## src/rtl/cks_pkg.sv

```systemverilog
// Shared types, constants and the ChaCha quarter-round for the keystream block.
package cks_pkg;

  // Constant words spelling "expand 32-byte k".
  localparam logic [31:0] SIGMA0 = 32'h61707865;
  localparam logic [31:0] SIGMA1 = 32'h3320646e;
  localparam logic [31:0] SIGMA2 = 32'h79622d32;
  localparam logic [31:0] SIGMA3 = 32'h6b206574;

  // Quarter-round rotation amounts.
  localparam int ROT_A = 16;
  localparam int ROT_B = 12;
  localparam int ROT_C = 8;
  localparam int ROT_D = 7;

  localparam int BLOCK_BYTES = 64;
  localparam int WORD_BYTES  = 8;
  localparam int QUEUE_DEPTH = 2;

  // Configuration register indexes.
  localparam int CFG_IDX_W = 3;
  localparam logic [CFG_IDX_W-1:0] CFG_KEY0     = 3'd0;
  localparam logic [CFG_IDX_W-1:0] CFG_KEY1     = 3'd1;
  localparam logic [CFG_IDX_W-1:0] CFG_KEY2     = 3'd2;
  localparam logic [CFG_IDX_W-1:0] CFG_KEY3     = 3'd3;
  localparam logic [CFG_IDX_W-1:0] CFG_NONCE_LO = 3'd4;
  localparam logic [CFG_IDX_W-1:0] CFG_NONCE_HI = 3'd5;

  typedef logic [15:0][31:0] words_t;
  typedef logic [3:0][63:0]  key_t;

  // One queued block request.
  typedef struct packed {
    logic [31:0] counter;
    logic [3:0]  words;
    logic [3:0]  last_valid;
  } desc_t;

  typedef struct packed {
    logic [31:0] a;
    logic [31:0] b;
    logic [31:0] c;
    logic [31:0] d;
  } qr_t;

  function automatic logic [31:0] rol32(input logic [31:0] v, input int s);
    rol32 = (v << s) | (v >> (32 - s));
  endfunction

  function automatic qr_t quarter_round(input logic [31:0] a, input logic [31:0] b,
                                        input logic [31:0] c, input logic [31:0] d);
    logic [31:0] ta, tb, tc, td;
    ta = a + b;   td = rol32(d ^ ta, ROT_A);
    tc = c + td;  tb = rol32(b ^ tc, ROT_B);
    ta = ta + tb; td = rol32(td ^ ta, ROT_C);
    tc = tc + td; tb = rol32(tb ^ tc, ROT_D);
    quarter_round = '{a: ta, b: tb, c: tc, d: td};
  endfunction

endpackage

```

## src/rtl/cks_front.sv

```systemverilog
// Request front end: owns the block counter and turns requests into queue entries.
module cks_front (
  input  logic              clk,
  input  logic              rst,
  input  logic              push,
  input  logic              q_full,
  input  logic              restart,
  input  logic [6:0]        bytes_wanted,
  output logic              enq,
  output cks_pkg::desc_t    desc
);

  logic [31:0] block_counter;
  logic [31:0] base;
  logic [6:0]  n;
  logic [6:0]  n_minus_one;
  logic [7:0]  n_round;
  logic        accept;

  assign accept      = push && !q_full;
  assign base        = restart ? 32'd0 : block_counter;
  assign n           = (bytes_wanted > 7'(cks_pkg::BLOCK_BYTES)) ?
                       7'(cks_pkg::BLOCK_BYTES) : bytes_wanted;
  assign n_minus_one = n - 7'd1;
  assign n_round     = {1'b0, n} + 8'd7;

  assign enq              = accept && (n != 7'd0);
  assign desc.counter     = base;
  assign desc.words       = n_round[6:3];
  assign desc.last_valid  = {1'b0, n_minus_one[2:0]} + 4'd1;

  // A request for no bytes still honours its restart flag but uses no counter value.
  always_ff @(posedge clk) begin
    if (rst) begin
      block_counter <= '0;
    end else if (accept) begin
      block_counter <= (n == 7'd0) ? base : base + 32'd1;
    end
  end

endmodule

```

## config.mk

```make
export PLATFORM = sky130hd
export DESIGN_NAME = cks_front
export DESIGN_NICKNAME = d
export VERILOG_FILES = /design/src/rtl/cks_pkg.sv /design/src/rtl/cks_front.sv
export SDC_FILE = /design/constraint.sdc
export NUM_CORES = 1
export LEC_CHECK = 0
export BUFFER_PORTS_ARGS = -buffer_cell sky130_fd_sc_hd__buf_2
export CORE_MARGIN = 2
export CORE_UTILIZATION = 43
export DETAILED_ROUTE_END_ITERATION = 10
export MAX_ROUTING_LAYER = met4
export PLACE_DENSITY = 0.7
export SLEW_MARGIN = 20
export SYNTH_ARGS = -nofsm -noshare
export SYNTH_HDL_FRONTEND = slang
export SYNTH_SLANG_ARGS = --single-unit
```

## constraint.sdc

```tcl
create_clock -name clk -period 2.75 [get_ports clk]
set_clock_uncertainty 0.1 [all_clocks]
set_input_delay 0.825 -clock clk [delete_from_list [all_inputs] [get_ports clk]]
set_output_delay 0.825 -clock clk [all_outputs]
set_load 0.01 [all_outputs]
```

# == After elaboration in Yosys (flattened, before gate mapping) ==
# Index checks and enable logic that the tools add are counted.
# W data, S select, Z words.
# totals
register_bits,32
output_inout_bits,41
word_cells,14
# classes
add_sub_neg,4
order_cmp,1
mux,3
reduce_logical,5
# op_table
cell,count
$mux W32,2
$add A32 B1 Y32 const B,1
$add A7 B3 Y7 const B,1
$gt A7 B7 Y1 const B,1
$logic_not A7 Y1,1
$mux W7,1
$reduce_bool A7 Y1,1
$add A3 B1 Y4 const B,1
$sub A3 B1 Y3 const B,1
$logic_and A1 B1 Y1,2
$logic_not A1 Y1,1

# == Depth between registers and ports, before layout ==
# logic_depth
ltp_word,4
ltp_mapped,10

# == Worst setup path before layout ==
# OpenSTA, ideal clock, no wires.
# synth_timing
path_kind,input to register
from,input restart
to,register block_counter[30]
t_arrival_ns,2.640
required_ns,2.583
setup_slack_ns,-0.058
cell_stages,10
n_path_buf,4
cell_sequence,clkbuf_1 clkbuf_1 nor2b_1 ha_1 and4_1 buf_2 and4_1 buf_2 a31o_1 a21oi_2
# synth_rtl
item,line,text
start: declaration,cks_front.sv:7,"input logic restart,"
end signal: assignment,cks_front.sv:37,block_counter <= (n == 7'd0) ? base : base + 32'd1;
end: declaration,cks_front.sv:13,logic [31:0] block_counter;

==> run metrics <==
classification of the worst setup path=in -> out; Worst EP required=1.83 ns; clock root buffer=clkbuf_8; proportion of register bits with asynchronous set or reset after synthesis=0%; first-pass GRT wire length=9342 µm; overall power=approximately 1.1 mW; final critical path time including I/O delays and setup=2.708 ns; post-route cell area=2708 µm²; max-slew violation count=0; status=completed; Max Clock Freq=369.3 MHz; final routed wirelength across all metal layers=about 5500 µm; clock tree from TritonCTS=built; clock net sink count=32; residual DRC count=0; count of cell types in the netlist=42; antenna violations before repair=0; Vert. Die Dim=between 70 and 80 µm; Clk Latency, worst-skew pair=0.29 ns; Slew HR=about three fifths; largest buffer count on any clock path=2; flops & latches, synth=32; Post CTS Setup Buffer Count=0; fraction of the yosys area taken by sequential cells=roughly 30%; number of endpoints with negative hold slack in the final report=0; layout cells sized above 1=25.52%; leading cell type in the layout, fill and taps excluded=buf_2; Hold Crit Depth=2; final period utilization=98.46%; Die Outline Area=5590 µm²; largest register by flop count=block_counter; clock buffer count from CTS=5; clock edge transition at the registers on the reported setup and hold paths=~0.070 ns; GR Util All Layers=21.86%; Port Buffer Count=52; Detailed Routing Iterations Pass 1=4; antenna-violating nets left=0; Detailed Place HPWL=around 3900 µm; Yosys Warn Count=0; worst slew pin tran=0.6178 ns; most used cells in the layout excluding fill and tap cells=buf_2 (52), nand2_1 (36), nor2b_1 (33), dfxtp_1 (32), nor2_1 (23); Power Density=394.6 nW/µm²; starting density of the core=44.99%; standard-cell row count=25; Max H-tree Level=2; vias in the first global route=2093; DRT iter0 DRCs=114; Final Setup Violations=0; width of the chip=between 70 and 80 µm; number of enable-type register cells in the synthesized netlist=0; worst hold slack across all endpoints=0.4118 ns; number of hold-repair buffers added at the cts stage=0; registers with the most flip-flops=block_counter (32); sort of element at the end of the critical path=output port; top flip-flop cell by instance count after synthesis=dfxtp_1; dpl cell area=2559 µm²; area of the placeable core=4786 µm²; number of flip-flops in the largest register=32; worst voltage drop across the vdd grid=~0.21 mV; Vias per Instance=5.443; NumNets Final=351; Worst Reg-to-Reg Cells=7; vias after detailed routing=around 2200; Min-Delay Path Class=reg -> reg; Critical Path AT=1.78 ns; count of antenna diodes in the layout=0; IO Pins=53; maximum number of pins on one net before global-route repair=33; Max-cap violations=0; wire length per cell=13.57 µm; Avg Synthesized Cell Area=a little under 8 µm²; routability congestion estimate from global placement=approximately 0.80; Post-Synthesis Cells=277; cell area after synthesis=2153 µm²; Critical Path Source Type=input pin; P&R area growth vs syn=25.74%; RSZ-0062 raised after global routing=true; leakage power=1.122 nW; GRT Residual Overflow=0; Max FO, Critical Path=3; nets in the synthesized netlist=292
==> metrics by stage <==
stage | std cells | TNS (ns) | setup slack (ns) | utilization [%]
5_1_grt | 404 | -0.05348 | -0.05348 | 56.58
2_1_floorplan | 277 | 0 | 0.03245 | -
6_report | 404 | 0 | 0.04244 | 56.58
3_3_place_gp | 396 | 0 | 0.0008815 | 53.46
4_1_cts | 404 | 0 | 0.0004736 | 56.16
3_5_place_dp | 396 | -0.02894 | -0.02894 | 53.46
==> cell usage after synthesis (3+ instances only) <==
| master | n | share of area, % |
|---|---|---|
| nand2_1 | 36 | 6.3 |
| and2_1 | 4 | 1.2 |
| nor3_1 | 5 | 1.2 |
| nand3b_1 | 3 | 1.0 |
| xnor2_1 | 11 | 4.5 |
| a211o_1 | 6 | 2.4 |
| nor2b_1 | 33 | 9.6 |
| xor2_1 | 6 | 2.4 |
| clkbuf_1 | 11 | 1.9 |
| nand3_1 | 13 | 3.0 |
| and3_1 | 7 | 2.0 |
| and4b_1 | 3 | 1.4 |
| nor2_1 | 23 | 4.0 |
| ha_1 | 3 | 1.7 |
| nand4_1 | 12 | 3.5 |
| inv_1 | 4 | 0.70 |
| dfxtp_1 | 32 | 30 |
| o211ai_1 | 7 | 2.4 |
| and4_1 | 3 | 1.2 |
| buf_2 | 3 | 0.70 |
| a21oi_1 | 14 | 3.3 |
| o21bai_1 | 3 | 1.0 |
| nand2b_1 | 5 | 1.5 |
| nand4b_1 | 5 | 2.0 |
==> worst max-delay path, stage by stage <==
cell and delay, ns:
buf_2 0.11, nand2b_4 0.14, ha_2 0.20, nand2b_1 0.09, nand2_1 0.07, xor2_1 0.14
nor2_1 0.08, buf_2 0.13
==> logic make-up (layout without fill, tap and decap cells) <==
kind of cell    after synthesis  after routing  synth area share (%)
simple gates                162            162                 43.52
compound gates               44             44                 14.41
xor+xnor                     17             17                 6.914
flops                        32             32                 29.75
buf+inv                      19             79                 3.660
fa+ha+maj                     3              3                 1.743
==> power by group <==
part           switching, mW  total (mW)  internal [mW]
Clock                  0.180       0.500          0.320
Combinational         0.0626       0.102         0.0390
Sequential           0.00196       0.467          0.465
Total                  0.245        1.07          0.824
==> path summary, 6_finish.rpt <==
path                            end              start  slack (ns)
setup / recovery            desc[5]    bytes_wanted[6]        0.04
hold / removal    block_counter[22]  block_counter[22]        0.41
setup reg to reg  block_counter[18]   block_counter[0]        0.77
hold reg to reg   block_counter[22]  block_counter[22]        0.41
==> per-layer routing <==
metal	share of wire, %	GRT usage [%]	vias to the layer above
li1	-	-	1099
met1	46	26.82	1038
met2	49	36.28	57
met3	4.3	4.685	5
met4	0.60	6.349	0
met5	0	-	-
==> cell type report <==
cell class,count,area (µm²)
fillers,460,2078
multi-input cells,226,1456
flip-flops and latches,32,640.6
repair buffers,67,385.4
clock buffers,7,96.34
well taps,67,83.83
clock inverters,1,30.03
inverters,4,15.01
==> what timing repair did <==
action | 4_1_cts | 5_1_grt
cloned | 0 | 0
setup endpoints to repair | 1 | 3
gates resized for setup | 1 | 3
Note: power is estimated with default switching activity, not from simulation.
