**config.mk**
```make
export PLATFORM = sky130hd
export DESIGN_NAME = cks_emit
export DESIGN_NICKNAME = d
export VERILOG_FILES = /design/src/rtl/cks_pkg.sv /design/src/rtl/cks_emit.sv
export SDC_FILE = /design/constraint.sdc
export NUM_CORES = 1
export LEC_CHECK = 0
export BUFFER_PORTS_ARGS = -buffer_cell sky130_fd_sc_hd__buf_2
export CORE_AREA = 8 8 224 226
export DETAILED_ROUTE_END_ITERATION = 12
export DIE_AREA = 0 0 232 234
export GPL_TIMING_DRIVEN = 0
export PLACE_DENSITY = 0.78
export SLEW_MARGIN = 20
export SYNTH_ARGS = -nofsm -noshare
export SYNTH_HDL_FRONTEND = slang
export SYNTH_SLANG_ARGS = --single-unit
```
**constraint.sdc**
```tcl
create_clock -name clk -period 17.95 [get_ports clk]
set_input_delay 1.795 -clock clk [delete_from_list [all_inputs] [get_ports clk]]
set_output_delay 1.795 -clock clk [all_outputs]
set_load 0.03 [all_outputs]
```
**src/rtl/cks_pkg.sv**
```systemverilog
// Shared types, constants and the ChaCha quarter-round for the keystream block.
package cks_pkg;

  // Constant words spelling "expand 32-byte k".
  localparam logic [31:0] SIGMA0 = 32'h61707865;
  localparam logic [31:0] SIGMA1 = 32'h3320646e;
  localparam logic [31:0] SIGMA2 = 32'h79622d32;
  localparam logic [31:0] SIGMA3 = 32'h6b206574;

  // Quarter-round rotation amounts.
  localparam int ROT_A = 16;
  localparam int ROT_B = 12;
  localparam int ROT_C = 8;
  localparam int ROT_D = 7;

  localparam int BLOCK_BYTES = 64;
  localparam int WORD_BYTES  = 8;
  localparam int QUEUE_DEPTH = 2;

  // Configuration register indexes.
  localparam int CFG_IDX_W = 3;
  localparam logic [CFG_IDX_W-1:0] CFG_KEY0     = 3'd0;
  localparam logic [CFG_IDX_W-1:0] CFG_KEY1     = 3'd1;
  localparam logic [CFG_IDX_W-1:0] CFG_KEY2     = 3'd2;
  localparam logic [CFG_IDX_W-1:0] CFG_KEY3     = 3'd3;
  localparam logic [CFG_IDX_W-1:0] CFG_NONCE_LO = 3'd4;
  localparam logic [CFG_IDX_W-1:0] CFG_NONCE_HI = 3'd5;

  typedef logic [15:0][31:0] words_t;
  typedef logic [3:0][63:0]  key_t;

  // One queued block request.
  typedef struct packed {
    logic [31:0] counter;
    logic [3:0]  words;
    logic [3:0]  last_valid;
  } desc_t;

  typedef struct packed {
    logic [31:0] a;
    logic [31:0] b;
    logic [31:0] c;
    logic [31:0] d;
  } qr_t;

  function automatic logic [31:0] rol32(input logic [31:0] v, input int s);
    rol32 = (v << s) | (v >> (32 - s));
  endfunction

  function automatic qr_t quarter_round(input logic [31:0] a, input logic [31:0] b,
                                        input logic [31:0] c, input logic [31:0] d);
    logic [31:0] ta, tb, tc, td;
    ta = a + b;   td = rol32(d ^ ta, ROT_A);
    tc = c + td;  tb = rol32(b ^ tc, ROT_B);
    ta = ta + tb; td = rol32(td ^ ta, ROT_C);
    tc = tc + td; tb = rol32(tb ^ tc, ROT_D);
    quarter_round = '{a: ta, b: tb, c: tc, d: td};
  endfunction

endpackage

```
**src/rtl/cks_emit.sv**
```systemverilog
// Result buffer that streams a finished block out as 64-bit words.
module cks_emit (
  input  logic              clk,
  input  logic              rst,
  input  logic              done,
  input  cks_pkg::words_t   block,
  input  logic [3:0]        words,
  input  logic [3:0]        last_valid,
  output logic              free,
  input  logic              pop,
  output logic              empty,
  output logic [63:0]       keystream_bytes,
  output logic [3:0]        valid_bytes,
  output logic              last_of_block
);

  cks_pkg::words_t blk;
  logic [3:0]      rem;
  logic [3:0]      lastv;
  logic            busy;
  logic            take;
  logic            load;

  assign take  = pop && busy;
  assign free  = !busy || (take && (rem == 4'd1));
  assign load  = done && free;
  assign empty = !busy;

  assign keystream_bytes = {blk[1], blk[0]};
  assign last_of_block   = (rem == 4'd1);
  assign valid_bytes     = last_of_block ? lastv : 4'(cks_pkg::WORD_BYTES);

  always_ff @(posedge clk) begin
    if (load) begin
      blk   <= block;
      lastv <= last_valid;
    end else if (take) begin
      for (int i = 0; i < 14; i++) begin
        blk[i] <= blk[i + 2];
      end
    end
  end

  always_ff @(posedge clk) begin
    if (rst) begin
      busy <= 1'b0;
      rem  <= '0;
    end else if (load) begin
      busy <= 1'b1;
      rem  <= words;
    end else if (take) begin
      rem <= rem - 4'd1;
      if (rem == 4'd1) begin
        busy <= 1'b0;
      end
    end
  end

  a_valid_range: assert property (@(posedge clk) disable iff (rst)
    !empty |-> (valid_bytes != 4'd0) && (valid_bytes <= 4'd8))
    else $error("valid byte count out of range");

  a_full_words: assert property (@(posedge clk) disable iff (rst)
    (!empty && !last_of_block) |-> (valid_bytes == 4'd8))
    else $error("a word before the last one is not full");

  a_load_shows: assert property (@(posedge clk) disable iff (rst)
    load |=> !empty && (rem != 4'd0))
    else $error("loaded block did not appear at the result side");

endmodule
```
# Yosys cells after proc, flatten, opt, wreduce, memory -nomap -nowiden

Cells that the tools add are included.

Add/sub/neg operators: 1
Equality and inequality tests: 1
Muxes and demuxes: 8
Reductions and logical operators: 8

Operator list:

| kind                                                               | count |
|---|---|
| 448-bit 2-to-1 mux                                                 | 2 |
| 4-bit 2-to-1 mux                                                   | 3 |
| 4-bit by 1-bit == test with 1-bit output, second input constant    | 1 |
| 2-bit nonzero test                                                 | 2 |
| 4-bit by 1-bit subtractor with 4-bit output, second input constant | 1 |
| 1-bit logical AND                                                  | 3 |
| 1-bit 2-to-1 mux                                                   | 3 |
| 2-bit AND reduction                                                | 1 |
| 1-bit zero test                                                    | 1 |
| 1-bit logical OR                                                   | 1 |

Bits in registers: 521
Input port bits: 524
Output and inout port bits: 71
Logic and storage cells: 37

# Depth between registers and ports, before layout

Gate-level depths: netlist of the first run.

Word-level depth: 6
Gate-level depth with buffers: 7

# Worst setup path after synthesis of the first run

Ideal clock, no wire load.

Kind: in2reg
Start: in done
End: reg blk[100] (netlist name) (enable)
Setup time: 0.793 ns
Arrival time: 10.890 ns
Data required time: 17.157 ns
Path slack: 6.267 ns
Stages on the path: 3
Cell sequence: clkbuf_1 -> mux2i_1 -> inv_1

Cells in the longest elaborated chain, start to end: 2

RTL lines:

| what                            | line           | source |
|---|---|---|
| from (decl)                     | cks_emit.sv:5  | `input logic done,` |
| 1-bit logical AND               | cks_emit.sv:26 | `assign load = done && free;` |
| 2-bit nonzero test (no line)    | --             |  |
| to (signal assigned)            | cks_emit.sv:35 | `blk <= block;` |
| to (signal, indexed assignment) | cks_emit.sv:39 | `blk[i] <= blk[i + 2];` |
| to (decl)                       | cks_emit.sv:17 | `cks_pkg::words_t blk;` |

No other way between the ends.
A chain may end at the register's enable or synchronous reset.

# Worst setup path in the final report of the first run

Start: in pop
End: out free

Cells in the longest elaborated chain, start to end: 3

RTL lines:

| what              | line           | source |
|---|---|---|
| from (decl)       | cks_emit.sv:10 | `input logic pop,` |
| 1-bit logical AND | cks_emit.sv:24 | `assign take = pop && busy;` |
| 1-bit logical AND | cks_emit.sv:25 | `assign free = !busy \|\| (take && (rem == 4'd1));` |
| 1-bit logical OR  | cks_emit.sv:25 |  |
| to (decl)         | cks_emit.sv:9  | `output logic free,` |

No other way between the ends.

==> run summary, run 1 <==
Worst-path clk slew - 0.06 ns
Type of the most critical hold path - reg2reg
Gr usage total - 0.197
Mapped Area - 0.0220 sq mm
CP Max Fanout - 10
Vias/cell - 5.04
Worst hold margin - 0.543 ns
Clk pwr share - 0.367
# resized after CTS - 0
Clk Latency, worst-skew pair - 0.59 ns
Fin. Hold Viols - 0
Sw Ratio - 0.225
CP Class - in2out
Power per cell area - 110 mW/mm^2
Initial antenna violation count - 33
Starting density of the core - 0.469
Net Count, Synth - 1656
Max-slew violation count - 0
Post-Syn Instances - 1130
Final setup fails - 0
GRT overflow - 0
CTS tree - done
Fill cells - 3511
CTS Buffer Depth - 3
Run status - complete, no violations
RSZ-0062 raised after global routing - no
Final GP Congestion - 0.858
# DRC - 0
Area Growth Syn to Fin - 26.0%
Mapped Avg Cell Area - 19.5 sq um
DRT antenna net count - 0
Post-synthesis register bit count - 521
Commonest non-fill, non-tap cell in the layout - buf_2
Wirelength per Cell - 22.8 um
Yosys warning count - 0
Worst relative slew slack - 0.557
Post-placement setup slack - 13.48 ns
Post-CTS setup buffer count - 0
Number of max-cap violations - 0
Min Tclk post-route - 4.48 ns
Endpoint class of the critical path - output port
Largest net degree at the start of global routing - 113
Peak supply drop - 0.000103 V
Synth unique cells - 33
H-tree Lvls - 2
Slew @ Worst Pin - 0.645 ns
Tcrit/Tclk final - 0.250
Die span in x - 232 um
Drt total wl - 56.3 mm
Pre-Repair DR Iteration Count - 4
First-pass GRT wire length - 80.8 mm
Pint - 2.35 mW
Leak - 10.9 nW
DR vias - 12500
Die area - 0.0543 sq mm
Seq/Total Area, Yosys - 0.709
Total CTS buffers - 54
Sink Count - 521
Detailed placer's ending HPWL - 42.0 mm
Combinational Power Share - 0.127
Final Skew - 0.0204 ns
# hold bufs at CTS - 0
Core area - 0.0468 sq mm
PnR Total Power - 3.04 mW
CTS root buffer - clkbuf_16
Nature of the critical path startpoint - input port
IO Port Bufs - 593
Share of layout cells above drive strength 1 - 0.681
Seq pwr share - 0.505
Worst path required time - 16.15 ns
Sum of negative setup slack - 0 ns
Ports - 595
Fmax - 0.223 GHz
Net Sw Power - 0.683 mW
Worst setup margin - 13.47 ns
Die height - 234 um
Commonest cells after routing, fill and taps aside - buf_2, edfxtp_1, mux2_2
FP Rows - 80
Vias in the first global route - 13700
Crit path arrival time - 2.69 ns
Initial drt markers - 831
Nets - 2310
Utilization after layout - 0.591
metrics by stage:
step,instances,cell area (sq um)
after floorplan,1130,22000
after global placement,2338,25700
after detailed placement,2343,25900
after CTS,2441,27600
after global routing,2459,27700
final,2470,27700
final cells by class:
cell class	instances	area [sq um]	area share
flip-flops and latches	521	15600	0.563
multi-input cells	486	5340	0.193
repair buffers	598	3110	0.112
clock buffers	68	1470	0.0530
plain buffers	116	1020	0.0369
well taps	615	769	0.0278
clock inverters	30	287	0.0103
diodes	29	72.6	0.00262
inverters	7	36.3	0.00131
per-layer routing:
layer  vias to the layer above  part of all wire  track usage
li1                       5712                 -            -
met1                      6155              0.35        0.216
met2                       468              0.54        0.355
met3                       103             0.078       0.0583
met4                        16             0.028       0.0767
met5                         -            0.0017            0
worst max-delay path, cell delays in order:
cell	delay, ns
buf_2	0.08
clkbuf_1	0.30
nand4bb_1	0.19
nand2_1	0.11
buf_2	0.20
power by group through the flow:
stage	combinational [mW]	clock, mW	sequential [mW]
CTS	0.392	1.14	1.53
detailed placement	0.388	0	1.56
floorplan	0.255	0	1.58
finish	0.387	1.12	1.53
global route	0.415	1.18	1.54
global placement	0.371	0	1.60
cells in the mapped netlist:
library cell | n | area [sq um]
a32oi_1 | 1 | 8.76
and2_1 | 4 | 25.0
nor3b_1 | 1 | 7.51
a211oi_1 | 2 | 15.0
buf_4 | 65 | 488
a311o_1 | 1 | 10.0
nor4b_1 | 1 | 8.76
a21o_1 | 1 | 7.51
o221a_2 | 1 | 11.3
nand2b_1 | 3 | 18.8
and4bb_2 | 1 | 12.5
nand2_1 | 1 | 3.75
dfxtp_1 | 5 | 100
inv_2 | 1 | 3.75
nor2b_1 | 1 | 6.26
nand3_1 | 1 | 5.00
and3_1 | 1 | 6.26
edfxtp_1 | 516 | 15500
ha_1 | 2 | 25.0
a21oi_1 | 4 | 20.0
o2111a_1 | 1 | 11.3
buf_6 | 45 | 507
mux2_2 | 448 | 5040
a2111oi_0 | 1 | 8.76
inv_1 | 6 | 22.5
mux2i_1 | 2 | 20.0
o21ai_4 | 1 | 16.3
and4b_1 | 1 | 10.0
buf_2 | 4 | 20.0
nand4bb_1 | 2 | 22.5
clkbuf_1 | 2 | 7.51
nor2_1 | 3 | 11.3
o211ai_1 | 1 | 7.51
cells by family (layout without fill, tap and decap cells):
family | count (synthesis) | count (layout) | share of synthesized area
other | 0 | 29 | 0
multiplexers | 450 | 450 | 0.230
AO/OA/AOI/OAI | 14 | 14 | 0.00529
buffers and inverters | 123 | 819 | 0.0477
adder cells (fa/ha/maj) | 2 | 2 | 0.00114
flip-flops | 521 | 521 | 0.709
AND/OR/NAND/NOR | 20 | 20 | 0.00626
sequential cells by signal, summed over array words and instances, names as in the netlist:
signal	count
blk	448
lastv	4
keystream_bytes	64
rem	4
busy	1
final timing paths:
kind	startpoint	to	slack, ns	cells past startpoint
hold reg to reg	blk[438]	blk[374]	0.54	1
setup / recovery	pop	free	13.47	5
hold / removal	blk[438]	blk[374]	0.54	1
setup reg to reg	rem[0]	rem[3]	15.20	7
(Power assumes the default switching activity.)
==> run 2: changes to the inputs <==
--- a/config.mk
+++ b/config.mk
@@ -6,11 +6,11 @@
 export NUM_CORES = 1
 export LEC_CHECK = 0
 export BUFFER_PORTS_ARGS = -buffer_cell sky130_fd_sc_hd__buf_2
-export CORE_AREA = 8 8 224 226
+export CORE_AREA = 8 8 226 228
 export DETAILED_ROUTE_END_ITERATION = 12
-export DIE_AREA = 0 0 232 234
+export DIE_AREA = 0 0 234 236
 export GPL_TIMING_DRIVEN = 0
-export PLACE_DENSITY = 0.78
+export PLACE_DENSITY = 0.77
 export SLEW_MARGIN = 20
 export SYNTH_ARGS = -nofsm -noshare
 export SYNTH_HDL_FRONTEND = slang
==> constraint.sdc (replaced) <==
create_clock -name clk -period 4.38 [get_ports clk]
set_input_delay 0.438 -clock clk [delete_from_list [all_inputs] [get_ports clk]]
set_output_delay 0.438 -clock clk [all_outputs]
set_load 0.03 [all_outputs]
==> run 2 against run 1 <==
Compared with the run above: combinational power grew to 4.3 times the previous value; sequential power grew to 4.1 times the previous value; clock power grew to 4.0 times the previous value; utilization is 1.1 points higher; critical endpoint is now blk[277]; highest routed layer unchanged.
==> run summary, run 2 (same netlist as run 1, synthesis figures left out) <==
Die span in x - 234 um (was 232 um)
CP cell instances - buf_2 -> mux2i_4 -> clkinvlp_4 -> buf_12 -> buf_12 -> buf_12 -> buf_12 -> buf_12 (was buf_2 -> clkbuf_1 -> nand4bb_1 -> nand2_1 -> buf_2)
Worst hold endpoint - blk[505] (was blk[374])
H-tree Lvls - 2 (unchanged)
IO Port Bufs - 593 (unchanged)
Design area - 0.0285 sq mm (was 0.0277 sq mm)
Post-Layout Cell Count - 2550 (was 2470)
Largest net degree at the start of global routing - 49 (was 113)
Drt total wl - 58.4 mm (was 56.3 mm)
Peak supply drop - 0.000428 V (was 0.000103 V)
R2R depth - 8 (was 7)
Worst-path clk slew - 0.06 ns (about the same)
Type of the most critical hold path - in2reg (was reg2reg)
Crit-path slowest cell - clkinvlp_4 (was clkbuf_1)
Initial drt markers - 796 (was 831)
Endpoint class of the critical path - flop (was output port)
Worst path required time - 4.70 ns (was 16.15 ns)
Crit. Startpoint - busy (was pop)
FP Rows - 80 (unchanged)
Starting density of the core - 0.464 (was 0.469)
Post-CTS setup buffer count - 0 (unchanged)
Power per cell area - 438 mW/mm^2 (was 110 mW/mm^2)
Final Skew - 0.0111 ns (was 0.0204 ns)
R2R Setup Slk - 1.60 ns (was 15.20 ns)
Initial antenna violation count - 50 (was 33)
Nature of the critical path startpoint - flop (was input port)
Hold path startpoint - block[505] (was blk[438])
Placed insts - 2353 (was 2343)
Core area - 0.0473 sq mm (was 0.0468 sq mm)
CP Max Fanout - 34 (was 10)
CP max stage delay - 0.48 ns (was 0.30 ns)
Fin. Hold Viols - 0 (unchanged)
Commonest non-fill, non-tap cell in the layout - buf_2 (unchanged)
CTS root buffer - clkbuf_16 (unchanged)
DRT antenna net count - 0 (unchanged)
Pre-Repair DR Iteration Count - 5 (was 4)
Worst Hold Path Cells - 1 (unchanged)
Share of layout cells above drive strength 1 - 0.659 (was 0.681)
Max reg flops - 448 (unchanged)
Largest delay contributor family on the critical path - buffers and inverters (unchanged)
Final setup fails - 0 (unchanged)
PnR Total Power - 12.5 mW (was 3.04 mW)
Gr usage total - 0.203 (was 0.197)
Area Growth Syn to Fin - 29.6% (was 26.0%)
CTS Buffer Depth - 3 (unchanged)
Die height - 236 um (was 234 um)
Worst setup margin - 1.60 ns (was 13.47 ns)
Die area - 0.0552 sq mm (was 0.0543 sq mm)
Nets - 2378 (was 2310)
Tcrit/Tclk final - 0.634
CP Class - reg2reg (was in2out)
CTS tree - done (unchanged)
Crit path arrival time - 3.10 ns (was 2.69 ns)
Sink Count - 521 (unchanged)
Most frequent CP cell - buf_12 (was buf_2)
Slew @ Worst Pin - 0.683 ns (was 0.645 ns)
Final GP Congestion - 0.890 (was 0.858)
Number of max-cap violations - 0 (unchanged)
Largest Register - blk (unchanged)
Vias in the first global route - 13800 (was 13700)
Leak - 11.2 nW (was 10.9 nW)
DR vias - 12700 (was 12500)
Commonest cells after routing, fill and taps aside - buf_2, edfxtp_1, mux2_2 (unchanged)
Placed Area - 0.0261 sq mm (was 0.0259 sq mm)
Sum of negative setup slack - 0 ns (unchanged)
Ports - 595 (unchanged)
Post-placement setup slack - 1.51 ns (was 13.48 ns)
WP buf/inv - 7 (was 3)
Total CTS buffers - 53 (was 54)
Worst hold margin - 0.0456 ns (was 0.543 ns)
Utilization after layout - 0.602 (was 0.591)
Vias/cell - 4.98 (was 5.04)
# DRC - 0 (unchanged)
Min Tclk post-route - 2.78 ns
Wirelength per Cell - 22.9 um (was 22.8 um)
Clk Latency, worst-skew pair - 0.58 ns (was 0.59 ns)
GRT overflow - 0 (unchanged)
Worst relative slew slack - 0.543 (was 0.557)
Detailed placer's ending HPWL - 43.6 mm (was 42.0 mm)
Max-slew violation count - 0 (unchanged)
FF-to-FF End - blk[277] (was rem[3])
FF-to-FF Start - busy (was rem[0])
Fmax - 0.360 GHz
RSZ-0062 raised after global routing - no (unchanged)
Run status - complete, no violations (unchanged)
First-pass GRT wire length - 83.4 mm (was 80.8 mm)
## run 2: worst register-to-register path, stage by stage (launching register included)
cell and delay [ns]:
dfxtp_1 0.30, buf_2 0.20, mux2i_4 0.32, clkinvlp_4 0.48, buf_12 0.36, buf_12 0.20
buf_12 0.20, buf_12 0.23, buf_12 0.21
## run 2: layer usage
metal	global-route usage	up-vias	wire length [um]
met5	0	-	138
met4	0.0931	22	1810
met3	0.0678	125	4730
met2	0.357	441	30700
met1	0.216	6268	21000
li1	-	5853	-
## run 2: power by group
part | internal, mW | switching [mW] | leakage, nW
combinational | 0.889 | 0.788 | 5.28
sequential | 6.15 | 0.130 | 5.07
clock | 2.65 | 1.87 | 0.832
## run 2: cell type report
cell class              instances  area, sq um
repair buffers                667         3870
well taps                     615          769
clock buffers                  71         1440
plain buffers                 116         1050
clock inverters                27          288
inverters                       7         32.5
diodes                         40          100
multi-input cells             486         5360
flip-flops and latches        521        15600
fillers                      3510        18800
## run 2: repair_timing
item | CTS | global route
hold buffers | 59 | 0
hold endpoints to repair | 59 | 0
gates resized for setup | 0 | 0
## run 2: worst max path at each step
stage | endpoint | slack, ns | cells after the start
floorplan | blk[100] | -3.55 | 3
global placement | blk[158] | -6.58 | 4
detailed placement | blk[96] | 1.51 | 9
CTS | rem[3] | 1.51 | 8
global route | rem[3] | 1.42 | 8
finish | blk[277] | 1.60 | 8
