### config.mk
export PLATFORM = sky130hd
export DESIGN_NAME = cks_fifo
export DESIGN_NICKNAME = d
export VERILOG_FILES = /design/src/rtl/cks_pkg.sv /design/src/rtl/cks_fifo.sv
export SDC_FILE = /design/constraint.sdc
export NUM_CORES = 1
export LEC_CHECK = 0
export BUFFER_PORTS_ARGS = -buffer_cell sky130_fd_sc_hd__clkbuf_2
export CAP_MARGIN = 0
export CORE_ASPECT_RATIO = 0.75
export CORE_UTILIZATION = 40
export CTS_BUF_LIST = sky130_fd_sc_hd__clkbuf_8
export DETAILED_ROUTE_END_ITERATION = 10
export PLACE_DENSITY = 0.66
export SYNTH_ARGS = -nofsm -noshare
export SYNTH_HDL_FRONTEND = slang
export SYNTH_SLANG_ARGS = --single-unit
### constraint.sdc
create_clock -name clk -period 1.99 [get_ports clk]
set_clock_uncertainty 0.15 [all_clocks]
set_input_delay 0.398 -clock clk [delete_from_list [all_inputs] [get_ports clk]]
set_output_delay 0.398 -clock clk [all_outputs]
set_load 0.01 [all_outputs]
### src/rtl/cks_pkg.sv
// Shared types, constants and the ChaCha quarter-round for the keystream block.
package cks_pkg;

  // Constant words spelling "expand 32-byte k".
  localparam logic [31:0] SIGMA0 = 32'h61707865;
  localparam logic [31:0] SIGMA1 = 32'h3320646e;
  localparam logic [31:0] SIGMA2 = 32'h79622d32;
  localparam logic [31:0] SIGMA3 = 32'h6b206574;

  // Quarter-round rotation amounts.
  localparam int ROT_A = 16;
  localparam int ROT_B = 12;
  localparam int ROT_C = 8;
  localparam int ROT_D = 7;

  localparam int BLOCK_BYTES = 64;
  localparam int WORD_BYTES  = 8;
  localparam int QUEUE_DEPTH = 2;

  // Configuration register indexes.
  localparam int CFG_IDX_W = 3;
  localparam logic [CFG_IDX_W-1:0] CFG_KEY0     = 3'd0;
  localparam logic [CFG_IDX_W-1:0] CFG_KEY1     = 3'd1;
  localparam logic [CFG_IDX_W-1:0] CFG_KEY2     = 3'd2;
  localparam logic [CFG_IDX_W-1:0] CFG_KEY3     = 3'd3;
  localparam logic [CFG_IDX_W-1:0] CFG_NONCE_LO = 3'd4;
  localparam logic [CFG_IDX_W-1:0] CFG_NONCE_HI = 3'd5;

  typedef logic [15:0][31:0] words_t;
  typedef logic [3:0][63:0]  key_t;

  // One queued block request.
  typedef struct packed {
    logic [31:0] counter;
    logic [3:0]  words;
    logic [3:0]  last_valid;
  } desc_t;

  typedef struct packed {
    logic [31:0] a;
    logic [31:0] b;
    logic [31:0] c;
    logic [31:0] d;
  } qr_t;

  function automatic logic [31:0] rol32(input logic [31:0] v, input int s);
    rol32 = (v << s) | (v >> (32 - s));
  endfunction

  function automatic qr_t quarter_round(input logic [31:0] a, input logic [31:0] b,
                                        input logic [31:0] c, input logic [31:0] d);
    logic [31:0] ta, tb, tc, td;
    ta = a + b;   td = rol32(d ^ ta, ROT_A);
    tc = c + td;  tb = rol32(b ^ tc, ROT_B);
    ta = ta + tb; td = rol32(td ^ ta, ROT_C);
    tc = tc + td; tb = rol32(tb ^ tc, ROT_D);
    quarter_round = '{a: ta, b: tb, c: tc, d: td};
  endfunction

endpackage

### src/rtl/cks_fifo.sv
// Short request queue between the front end and the ChaCha core.
module cks_fifo (
  input  logic              clk,
  input  logic              rst,
  input  logic              wr,
  input  cks_pkg::desc_t    wr_data,
  input  logic              rd,
  output logic              full,
  output logic              empty,
  output cks_pkg::desc_t    rd_data
);

  localparam int PTR_W = (cks_pkg::QUEUE_DEPTH > 1) ? $clog2(cks_pkg::QUEUE_DEPTH) : 1;
  localparam int CNT_W = $clog2(cks_pkg::QUEUE_DEPTH + 1);

  cks_pkg::desc_t   mem [cks_pkg::QUEUE_DEPTH];
  logic [PTR_W-1:0] wr_ptr;
  logic [PTR_W-1:0] rd_ptr;
  logic [CNT_W-1:0] count;
  logic             do_wr;
  logic             do_rd;

  assign full    = (count == CNT_W'(cks_pkg::QUEUE_DEPTH));
  assign empty   = (count == '0);
  assign do_wr   = wr && !full;
  assign do_rd   = rd && !empty;
  assign rd_data = mem[rd_ptr];

  always_ff @(posedge clk) begin
    if (do_wr) begin
      mem[wr_ptr] <= wr_data;
    end
  end

  always_ff @(posedge clk) begin
    if (rst) begin
      wr_ptr <= '0;
      rd_ptr <= '0;
      count  <= '0;
    end else begin
      if (do_wr) begin
        wr_ptr <= (wr_ptr == PTR_W'(cks_pkg::QUEUE_DEPTH - 1)) ? '0 : wr_ptr + 1'b1;
      end
      if (do_rd) begin
        rd_ptr <= (rd_ptr == PTR_W'(cks_pkg::QUEUE_DEPTH - 1)) ? '0 : rd_ptr + 1'b1;
      end
      if (do_wr && !do_rd) begin
        count <= count + 1'b1;
      end else if (do_rd && !do_wr) begin
        count <= count - 1'b1;
      end
    end
  end

  a_count_bound: assert property (@(posedge clk) disable iff (rst)
    count <= CNT_W'(cks_pkg::QUEUE_DEPTH))
    else $error("request queue holds more entries than its depth");

endmodule

### Word-level counts from Yosys, hierarchy flattened

Memories as Yosys holds them, arrays and structs flattened. A register that Yosys moved wholly into a read port is not among the register bits.
Cells that the tools add are included.

* add/subtract/negate cells: 4
* multiply operators: 0
* divide/modulo/power cells: 0
* $lt $le $gt $ge: 0
* equality and inequality tests: 1
* shifts and indexed selects: 0
* mux-type cells: 8
* bitwise operators: 0
* reduce and logical (&&, ||, !) cells: 10

Operator list (count)
* two-way mux 1 bit: 6
* logical AND 1 bit: 4
* zero test 1 bit: 4
* two-way mux 2 bit: 2
* adder 1 bit (second input constant): 2
* adder 2 x 1 -> 2 bit (second input constant): 1
* == test 2 bit (second input constant): 1
* zero test 2 bit: 1
* nonzero test 2 bit: 1
* subtractor 2 x 1 -> 2 bit (second input constant): 1

* register bits: 4
* bits in latches: 0
* memory bits (writable): 80
* memory bits (read-only): 0
* memories kept: 1

Memories
* mem: words 2, width 40, read ports 1, clocked after Yosys merged registers in 1, write ports 1, line cks_fifo.sv:16 `cks_pkg::desc_t mem [cks_pkg::QUEUE_DEPTH];`

### Depth between registers and ports, before layout

Gate-level depths: netlist of run 1.

* word-level depth: 7
* mapped depth: 6

### Worst setup path after synthesis of run 1

Ideal clock, no wire load.

* path kind: register to register
* from: reg count[1]
* to: mem mem[0][0] (netlist bit), enable pin
* library setup time: 394 ps
* arrival: 1617 ps
* required time: 1446 ps
* setup slack: -172 ps
* cell stages (with the launch flop): 4
* clock period less this slack: 2162 ps
* cells stage by stage: dfxtp_1 -> nor2b_2 -> or3_1 -> inv_1

* word-level cells in the longest chain between the ends: 5

Ends and longest elaborated chain
* start, declared: line cks_fifo.sv:19 `logic [CNT_W-1:0] count;`
* start signal, assigned: line cks_fifo.sv:48 `count <= count + 1'b1;`
* start signal, assigned: line cks_fifo.sv:50 `count <= count - 1'b1;`
* == test 2 bit: line cks_fifo.sv:23 `assign full = (count == CNT_W'(cks_pkg::QUEUE_DEPTH));`
* named net full: line cks_fifo.sv:8 `output logic full,`
* zero test 1 bit: line cks_fifo.sv:25 `assign do_wr = wr && !full;`
* logical AND 1 bit: line cks_fifo.sv:25
* two-way mux 1 bit: line cks_fifo.sv:30 `if (do_wr) begin`
* two-way mux 1 bit (not written as such): line cks_fifo.sv:31 `mem[wr_ptr] <= wr_data;`
* end, declared: line cks_fifo.sv:16

The timed path passes the listed nets, and every way through them passes these cells.

==> results_dict.tcl, run 1 <==
set metrics [dict create \
    ys_warn_count 0 \
    overflow 0 \
    cp.required_ns 1.44 \
    cp-start-kind "flip-flop" \
    pwr_density_cell_mw_per_mm2 1270 \
    grt_max_degree 41 \
    fillerInstances 604 \
    io_pins 86 \
    p_comb_share_pct 26.0 \
    rows 27 \
    start_util_pct 41.8 \
    period_share_pct 96.8 \
    cts_tree "done" \
    period_minus_slack_ns 1.93 \
    grt_pass1_vias 1513 \
    numCtsBuffers 9 \
    cts_hold_buf 0 \
    setup_ws_ns 0.0641 \
    end_kind "primary output" \
    final_cell_mix "clkbuf_2, edfxtp_1, mux2_2" \
    dieArea_mm2 0.00809 \
    crit_path_max_fanout 20 \
    hold_violations 0 \
    p_seq_share_pct 46.6 \
    grtUsageTotal_pct 12.9 \
    gp_congestion 0.693 \
    fmaxAchievable_mhz 519 \
    p_sw_w 0.00129 \
    die_w_um 103 \
    synth_area_mm2 0.00309 \
    core_mm2 0.00740 \
    swShare_pct 25.8 \
    n_antenna_cell 0 \
    ys_seq_elements 85 \
    dp_hpwl_um 3210 \
    yosysSeqAreaShare_pct 81.0 \
    viasPerCell 4.59 \
    mostFrequentLayoutCell "clkbuf_2" \
    cts_max_level 3 \
    fin_util_pct 53.4 \
    final_layout_size_suffix_gt1_share_pct 58.8 \
    fp.dieH_um 78.1 \
    slew_violations 0 \
    p_clk_share_pct 27.4 \
    p_int_w 0.00371 \
    clk_pin_slew_ns 0.08 \
    slew_headroom_pct 79.6 \
    finalSetupViolations 0 \
    route.detailed.drc 0 \
    numPortBuffers 85 \
    worst-slew-pin-transition_ns 0.303 \
    maxCapViolCount 0 \
    syn_nets 194 \
    rsz0062_at_grt "yes" \
    status "complete, no violations" \
    synth.distinct_cells 13 \
    ant_nets 0 \
    cts_sinks 85 \
    layout.nets 291 \
    synthToLayoutAreaGrowth_pct 27.7 \
    max-vdd-ir-drop_uv 557 \
    antenna_found_initial 0 \
    hold_class "input port to flip-flop" \
    grt_first_pass_wirelength_um 7360 \
    p_leak_nw 1.50 \
    clock_latency_ns 0.34 \
    wire_per_inst_um 14.0 \
    critPathKind "flip-flop to primary output" \
    routed_wl_um 4910 \
    crit_arrival_ns 1.38 \
    via_count 1610 \
    dr.pass1.iters 4 \
    dp_slack_ns 0.240 \
    initialDrtViolationCount 32 \
    clk_path_buf_depth 2 \
    cts-root-buf "clkbuf_8" \
    avgSynthCellArea_um2 20.7 \
    synth_cells 149 \
]
flip-flops by register name, indices dropped and copies added (netlist names), named ones only:
name    count
mem        80
count       2
wr_ptr      1
rd_ptr      1
worst paths after layout:
path / startpoint / to / slack (ns) / cells past startpoint
worst min register to register: wr_ptr / wr_ptr / 0.35 / 2
worst max-delay path: flip-flop / rd_data[36] / 0.06 / 3
worst min-delay path: wr_data[7] / mem[0][7] / 0.09 / 1
worst max register to register: count[1] / mem[0][10] / 0.29 / 4
critical path: stages, from the launching register on:
cell      delay, ns
dfxtp_4        0.38
buf_12         0.17
mux2_2         0.36
clkbuf_2       0.13
cell usage after synthesis (all sizes together):
cell type	instances	area (um2)
edfxtp	80	2400
nor2	5	18.8
dfxtp	5	100
and2	1	6.26
mux2	40	450
buf	4	20.0
ha	1	12.5
nor2b	1	8.76
a21oi	2	10.0
xor2	3	26.3
o21ai	3	15.0
or3	2	12.5
inv	2	7.51
cell type report:
class	count	area (um2)	area share, %
Sequential cell	85	2510	63.5
Clock inverter	6	105	2.66
Inverter	2	11.3	0.285
Tap cell	101	126	3.20
Multi-Input combinational cell	58	562	14.2
Timing Repair Buffer	90	513	13.0
Clock buffer	9	124	3.14
power groups by stage:
stage / combinational (W) / clock [W] / sequential [W]
floorplan: 0.000795 / 0 / 0.00234
global placement: 0.00132 / 0 / 0.00236
detailed placement: 0.00132 / 0 / 0.00237
CTS: 0.00133 / 0.00140 / 0.00233
global route: 0.00141 / 0.00148 / 0.00236
finish: 0.00130 / 0.00137 / 0.00233
cell families (layout without fill, tap and decap cells):
logic type	after synthesis	count (layout)	synth area share [%]
AO/OA/AOI/OAI	5	5	0.810
XOR/XNOR	3	3	0.850
adder cells (fa/ha/maj)	1	1	0.405
buffers and inverters	6	107	0.891
flip-flops	85	85	81.0
multiplexers	40	40	14.6
AND/OR/NAND/NOR	9	9	1.50
per-stage QoR:
step / area, um2 / TNS, ns / cells / hold slack [ns] / power, W
final: 3950 / 0 / 351 / 0.0886 / 0.00500
after global routing: 3950 / -0.00132 / 351 / 0.0646 / 0.00525
after CTS: 3950 / 0 / 351 / 0.0730 / 0.00506
after detailed placement: 3720 / 0 / 336 / 0.336 / 0.00369
after global placement: 3720 / 0 / 336 / 0.332 / 0.00368
after floorplan: 3100 / 0 / 149 / 0.302 / 0.00314
metal layers:
| layer | wire length, um | global-route usage, % | part of all wire (%) | vias up |
|---|---|---|---|---|
| met5 | 0 | 0 | 0 | - |
| met1 | 2220 | 15.2 | 45 | 764 |
| met3 | 452 | 7.48 | 9.2 | 7 |
| li1 | - | - | - | 772 |
| met4 | 58 | 4.23 | 1.2 | 0 |
| met2 | 2180 | 19.6 | 44 | 67 |
repair_timing:
item	in CTS	in global routing
endpoints found under the setup margin	0	30
buffers inserted	0	0
resized for setup	0	1
Note: power is estimated with default switching activity, not from simulation.
==> run 2: changes to the inputs <==
--- a/config.mk
+++ b/config.mk
@@ -7,5 +7,5 @@
 export LEC_CHECK = 0
 export BUFFER_PORTS_ARGS = -buffer_cell sky130_fd_sc_hd__clkbuf_2
-export CAP_MARGIN = 0
+export CAP_MARGIN = 40
 export CORE_ASPECT_RATIO = 0.75
 export CORE_UTILIZATION = 40
==> constraint.sdc (replaced) <==
create_clock -name clk -period 1.99 [get_ports clk]
set_clock_uncertainty 0.15 [all_clocks]
set_input_delay 0.2985 -clock clk [delete_from_list [all_inputs] [get_ports clk]]
set_output_delay 0.2985 -clock clk [all_outputs]
set_load 0.01 [all_outputs]
==> run 2 against run 1 <==
Against the previous run:
- sequential share of layout area down 5.1 points
- critical endpoint is now rd_data[26]
- routed wire length up 7.5%
- die area unchanged
- combinational power about the same
- maximum frequency up 1.3%
- clock-buffer cell count unchanged
- power up 0.17%
- setup slack better by 0.025 ns
- critical path depth unchanged
- first-iteration DRC count up 110%
- critical path type unchanged
==> results_dict.tcl, run 2 (synthesized netlist as in run 1, its figures left out) <==
set metrics [dict create \
    status "complete, no violations" \
    initialDrtViolationCount 68 \
    max-vdd-ir-drop_uv 631 \
    holdPathStages 1 \
    cts_max_level 3 \
    route.detailed.drc 0 \
    rsz0062_at_grt "no" \
    dpl-instance-area_mm2 0.00368 \
    antenna_found_initial 0 \
    fmaxAchievable_mhz 526 \
    final_cell_mix "clkbuf_2, edfxtp_1, mux2_2" \
    r2r_cells 4 \
    highest_layer "met4" \
    cts_sinks 85 \
    finalSetupViolations 0 \
    io_pins 86 \
    crit_path_max_fanout 19 \
    grt_first_pass_wirelength_um 7790 \
    period_minus_slack_ns 1.90 \
    regMostFlops "mem" \
    slew_violations 0 \
    wire_per_inst_um 13.6 \
    fp.dieH_um 78.1 \
    grt_pass1_vias 1753 \
    end_kind "primary output" \
    ant_nets 0 \
    clk_path_buf_depth 2 \
    hold_class "input port to flip-flop" \
    final_layout_size_suffix_gt1_share_pct 51.0 \
    met1_length_um 2330 \
    grt_max_degree 41 \
    fin_util_pct 58.0 \
    n_antenna_cell 0 \
    wl_met2_um 2530 \
    crit_arrival_ns 1.45 \
    synthToLayoutAreaGrowth_pct 38.9 \
    period_share_pct 95.5 \
    routed_wl_um 5280 \
    whs_endpoint "mem[0][33]" \
    r2r_end "mem[0][13]" \
    reg_top3 "mem (80), count (2)" \
    gp_congestion 0.750 \
    die_w_um 103 \
    overflow 0 \
    largest_reg_flops 80 \
    grtUsageTotal_pct 13.4 \
    p_leak_nw 1.65 \
    dp_slack_ns 0.299 \
    numPortBuffers 85 \
    holdCritStartpoint "wr_data[33]" \
    dr.pass1.iters 4 \
    core_mm2 0.00740 \
    maxCapViolCount 0 \
    viasPerCell 4.54 \
    r2r-start "count[0]" \
    cp.required_ns 1.54 \
    dp_hpwl_um 3160 \
    cts-root-buf "clkbuf_8" \
    hold_violations 0 \
    wl_met3_um 400 \
    fillerInstances 589 \
    cp-start-kind "flip-flop" \
    rrSetupSlack_ns 0.29 \
    slew_headroom_pct 79.9 \
    start_util_pct 41.8 \
    via_count 1765 \
    numCtsBuffers 9 \
    fin_area_mm2 0.00429 \
    rows 27 \
    dieArea_mm2 0.00809 \
    cts_tree "done" \
    fin_tns_setup_ns 0 \
    worst-slew-pin-transition_ns 0.299 \
    pwr_density_cell_mw_per_mm2 1170 \
    clk_pin_slew_ns 0.07 \
    layout.nets 329 \
    critPathKind "flip-flop to primary output" \
    mostFrequentLayoutCell "clkbuf_2" \
    clock_latency_ns 0.33 \
    setup_ws_ns 0.0892 \
]
==> run 2: cell types whose count changed in the layout (fill, tap and decap cells not counted) <==
cell / change
dfxtp_2: +1
buf_4: +2
dlygate4sd3_1: +38
dfxtp_4: -1
buf_6: +1
buf_12: -3
==> run 2: metrics by stage <==
step	hold slack (ns)	std cells	total power, W
final	0.0168	389	0.00500
after global placement	0.336	336	0.00361
after detailed placement	0.339	336	0.00363
after floorplan	0.218	149	0.00314
after CTS	0.0000760	389	0.00504
after global routing	0.000472	389	0.00523
==> run 2: worst max path at each step <==
stage | startpoint | to | slack (ns) | cells past startpoint
finish | flip-flop | rd_data[26] | 0.09 | 3
global route | flip-flop | rd_data[17] | 0.02 | 3
CTS | flip-flop | rd_data[30] | 0.05 | 3
detailed placement | count[0] | mem[0][12] | 0.30 | 4
global placement | count[0] | mem[0][12] | 0.32 | 4
floorplan | count[1] | mem[0][0] | 0.13 | 3
==> run 2: worst max-delay path, stage by stage, from the launching register on <==
cell and delay [ns]:
dfxtp_2 0.34, buf_4 0.26, mux2_2 0.38, clkbuf_2 0.13
==> run 2: final cells by class <==
| type | instances | area, um2 | share of cell area, % |
|---|---|---|---|
| sequential | 85 | 2500 | 58.3 |
| clock buffer | 9 | 124 | 2.89 |
| tap | 101 | 126 | 2.94 |
| timing repair buffer | 128 | 860 | 20.0 |
| clock inverter | 6 | 105 | 2.45 |
| inverter | 2 | 11.3 | 0.262 |
| multi-input combinational | 58 | 562 | 13.1 |
==> run 2: power by group <==
group | total (W) | switching (W) | leakage [nW] | internal (W)
Clock | 0.00136 | 0.000538 | 0.118 | 0.000818
Sequential | 0.00231 | 0.0000670 | 0.789 | 0.00225
Combinational | 0.00133 | 0.000688 | 0.742 | 0.000646
Total | 0.00500 | 0.00129 | 1.65 | 0.00371
==> run 2: routing by layer <==
| metal | track usage (%) | vias up |
|---|---|---|
| met2 | 22.6 | 66 |
| met1 | 15.3 | 851 |
| met5 | 0 | - |
| met3 | 6.06 | 2 |
| met4 | 3.80 | 0 |
| li1 | - | 846 |
==> run 2: repair_timing <==
| item | CTS | global route |
|---|---|---|
| hold buffers | 38 | 0 |
| setup endpoints to repair | 0 | 5 |
| gates resized for setup | 0 | 1 |
| endpoints found under the hold margin | 75 | 0 |
| buffers inserted | 0 | 0 |
==> run 3: changes to the inputs <==
==> constraint.sdc (replaced) <==
create_clock -name clk -period 1.99 [get_ports clk]
set_clock_uncertainty 0.15 [all_clocks]
set_input_delay 0.0995 -clock clk [delete_from_list [all_inputs] [get_ports clk]]
set_output_delay 0.0995 -clock clk [all_outputs]
set_load 0.01 [all_outputs]
==> run 3 against run 2 <==
Against the previous run:
- clock power fell by 7%
- global-route usage rose by 1.3 points
- critical path depth did not move
- routed wire length rose by 5.8%
- worst hold slack improved by 0.0091 ns
- sequential cell count did not move
- register-to-register slack got worse by 0.03 ns
- via count rose by 1.1%
- largest power group unchanged
==> results_dict.tcl, run 3 (synthesized netlist as in run 1, its figures left out) <==
set metrics [dict create \
    status "complete, no violations" \
    cp.required_ns 1.74 \
    crit_buf_inv 2 \
    period_share_pct 88.7 \
    final_cell_mix "clkbuf_2, edfxtp_1, dlygate4sd3_1" \
    gp_congestion 0.751 \
    slew_headroom_pct 78.0 \
    rrSetupSlack_ns 0.26 \
    largest_reg_flops 80 \
    cts_tree "done" \
    grt_pass1_vias 1876 \
    placed_cells 336 \
    crit_arrival_ns 1.52 \
    mostFrequentLayoutCell "clkbuf_2" \
    path_delay_family "buffers and inverters" \
    period_minus_slack_ns 1.77 \
    grtUsageTotal_pct 14.7 \
    routed_wl_um 5580 \
    pwr_density_cell_mw_per_mm2 1150 \
    start_util_pct 41.8 \
    fin_tns_setup_ns 0 \
    route.detailed.drc 0 \
    end_kind "primary output" \
    max_stage_delay_ns 0.40 \
    cts_hold_buf 41 \
    numPortBuffers 85 \
    dr.pass1.iters 4 \
    grt_max_degree 41 \
    crit_path_max_fanout 23 \
    path_cells "buf_4, mux2_2, clkbuf_2" \
    clock_latency_ns 0.34 \
    reg_top3 "mem (80), count (2)" \
    wire_per_inst_um 14.2 \
    dieArea_mm2 0.00809 \
    fin_util_pct 58.5 \
    core_mm2 0.00740 \
    cts_max_level 3 \
    maxCapViolCount 0 \
    grt_first_pass_wirelength_um 8650 \
    final_layout_size_suffix_gt1_share_pct 50.7 \
    hold_class "input port to flip-flop" \
    clk_pin_slew_ns 0.08 \
    dp_hpwl_um 3430 \
    max-vdd-ir-drop_uv 569 \
    hold_violations 0 \
    rsz0062_at_grt "no" \
    n_antenna_cell 0 \
    rows 27 \
    critPathKind "flip-flop to primary output" \
    p_leak_nw 1.65 \
    viasPerCell 4.54 \
    p_total_w 0.00496 \
    io_pins 86 \
    antenna_found_initial 0 \
    cts_resized 0 \
    synthToLayoutAreaGrowth_pct 40.1 \
    numCtsBuffers 9 \
    fp.dieH_um 78.1 \
    fmaxAchievable_mhz 567 \
    fin_area_mm2 0.00433 \
    worst-slew-pin-transition_ns 0.326 \
    via_count 1785 \
    die_w_um 103 \
    ant_nets 0 \
    finalSetupViolations 0 \
    cts-root-buf "clkbuf_8" \
    fin_cells 393 \
    post-cts-setup-buffer-count 0 \
    overflow 0 \
    cts_sinks 85 \
    worst_path_max_delay_cell "mux2_2" \
    slew_violations 0 \
    cp-start-kind "flip-flop" \
    layout.nets 332 \
    regMostFlops "mem" \
    initialDrtViolationCount 81 \
    clk_path_buf_depth 2 \
    dpl-instance-area_mm2 0.00370 \
]
## run 3: worst paths after layout
| path | to | startpoint | depth (start not counted) |
|---|---|---|---|
| setup / recovery | rd_data[16] | flip-flop | 3 |
| hold reg to reg | wr_ptr | wr_ptr | 2 |
| hold / removal | wr_ptr | wr | 4 |
| setup reg to reg | count[1] | count[0] | 4 |
## run 3: metrics by stage
| stage | worst slack, ns | hold WS [ns] |
|---|---|---|
| 2_1_floorplan | 0.126 | 0.0186 |
| 3_3_place_gp | 0.364 | 0.138 |
| 3_5_place_dp | 0.275 | 0.142 |
| 4_1_cts | 0.201 | 0.00255 |
| 5_1_grt | 0.125 | 0.0573 |
| 6_report | 0.225 | 0.0259 |
## run 3: layout make-up
class | count | area (um2)
well taps | 101 | 126
inverters | 2 | 11.3
clock buffers | 9 | 124
clock inverters | 7 | 91.3
repair buffers | 131 | 911
multi-input cells | 58 | 562
fillers | 577 | 3070
flip-flops and latches | 85 | 2500
## run 3: power by group
| part | internal, W | switching, W | leakage, nW |
|---|---|---|---|
| logic | 0.000669 | 0.000698 | 0.760 |
| registers | 0.00225 | 0.0000697 | 0.789 |
| clock network | 0.000700 | 0.000575 | 0.104 |
| total | 0.00362 | 0.00134 | 1.65 |
## run 3: tightest hold or removal path, delay by kind of cell
kind	cells	cell delay [ns]
AO/OA/AOI/OAI	2	0.24
buffers and inverters	2	0.12
## run 3: per-layer routing
metal / track usage, % / vias to the layer above / share of wire, % / wire (um)
met5: 0 / - / 0 / 0
met4: 2.96 / 0 / 0.23 / 13
met3: 6.41 / 2 / 6.6 / 369
met2: 25.8 / 66 / 49 / 2760
met1: 16.6 / 866 / 44 / 2440
li1: - / 851 / - / -
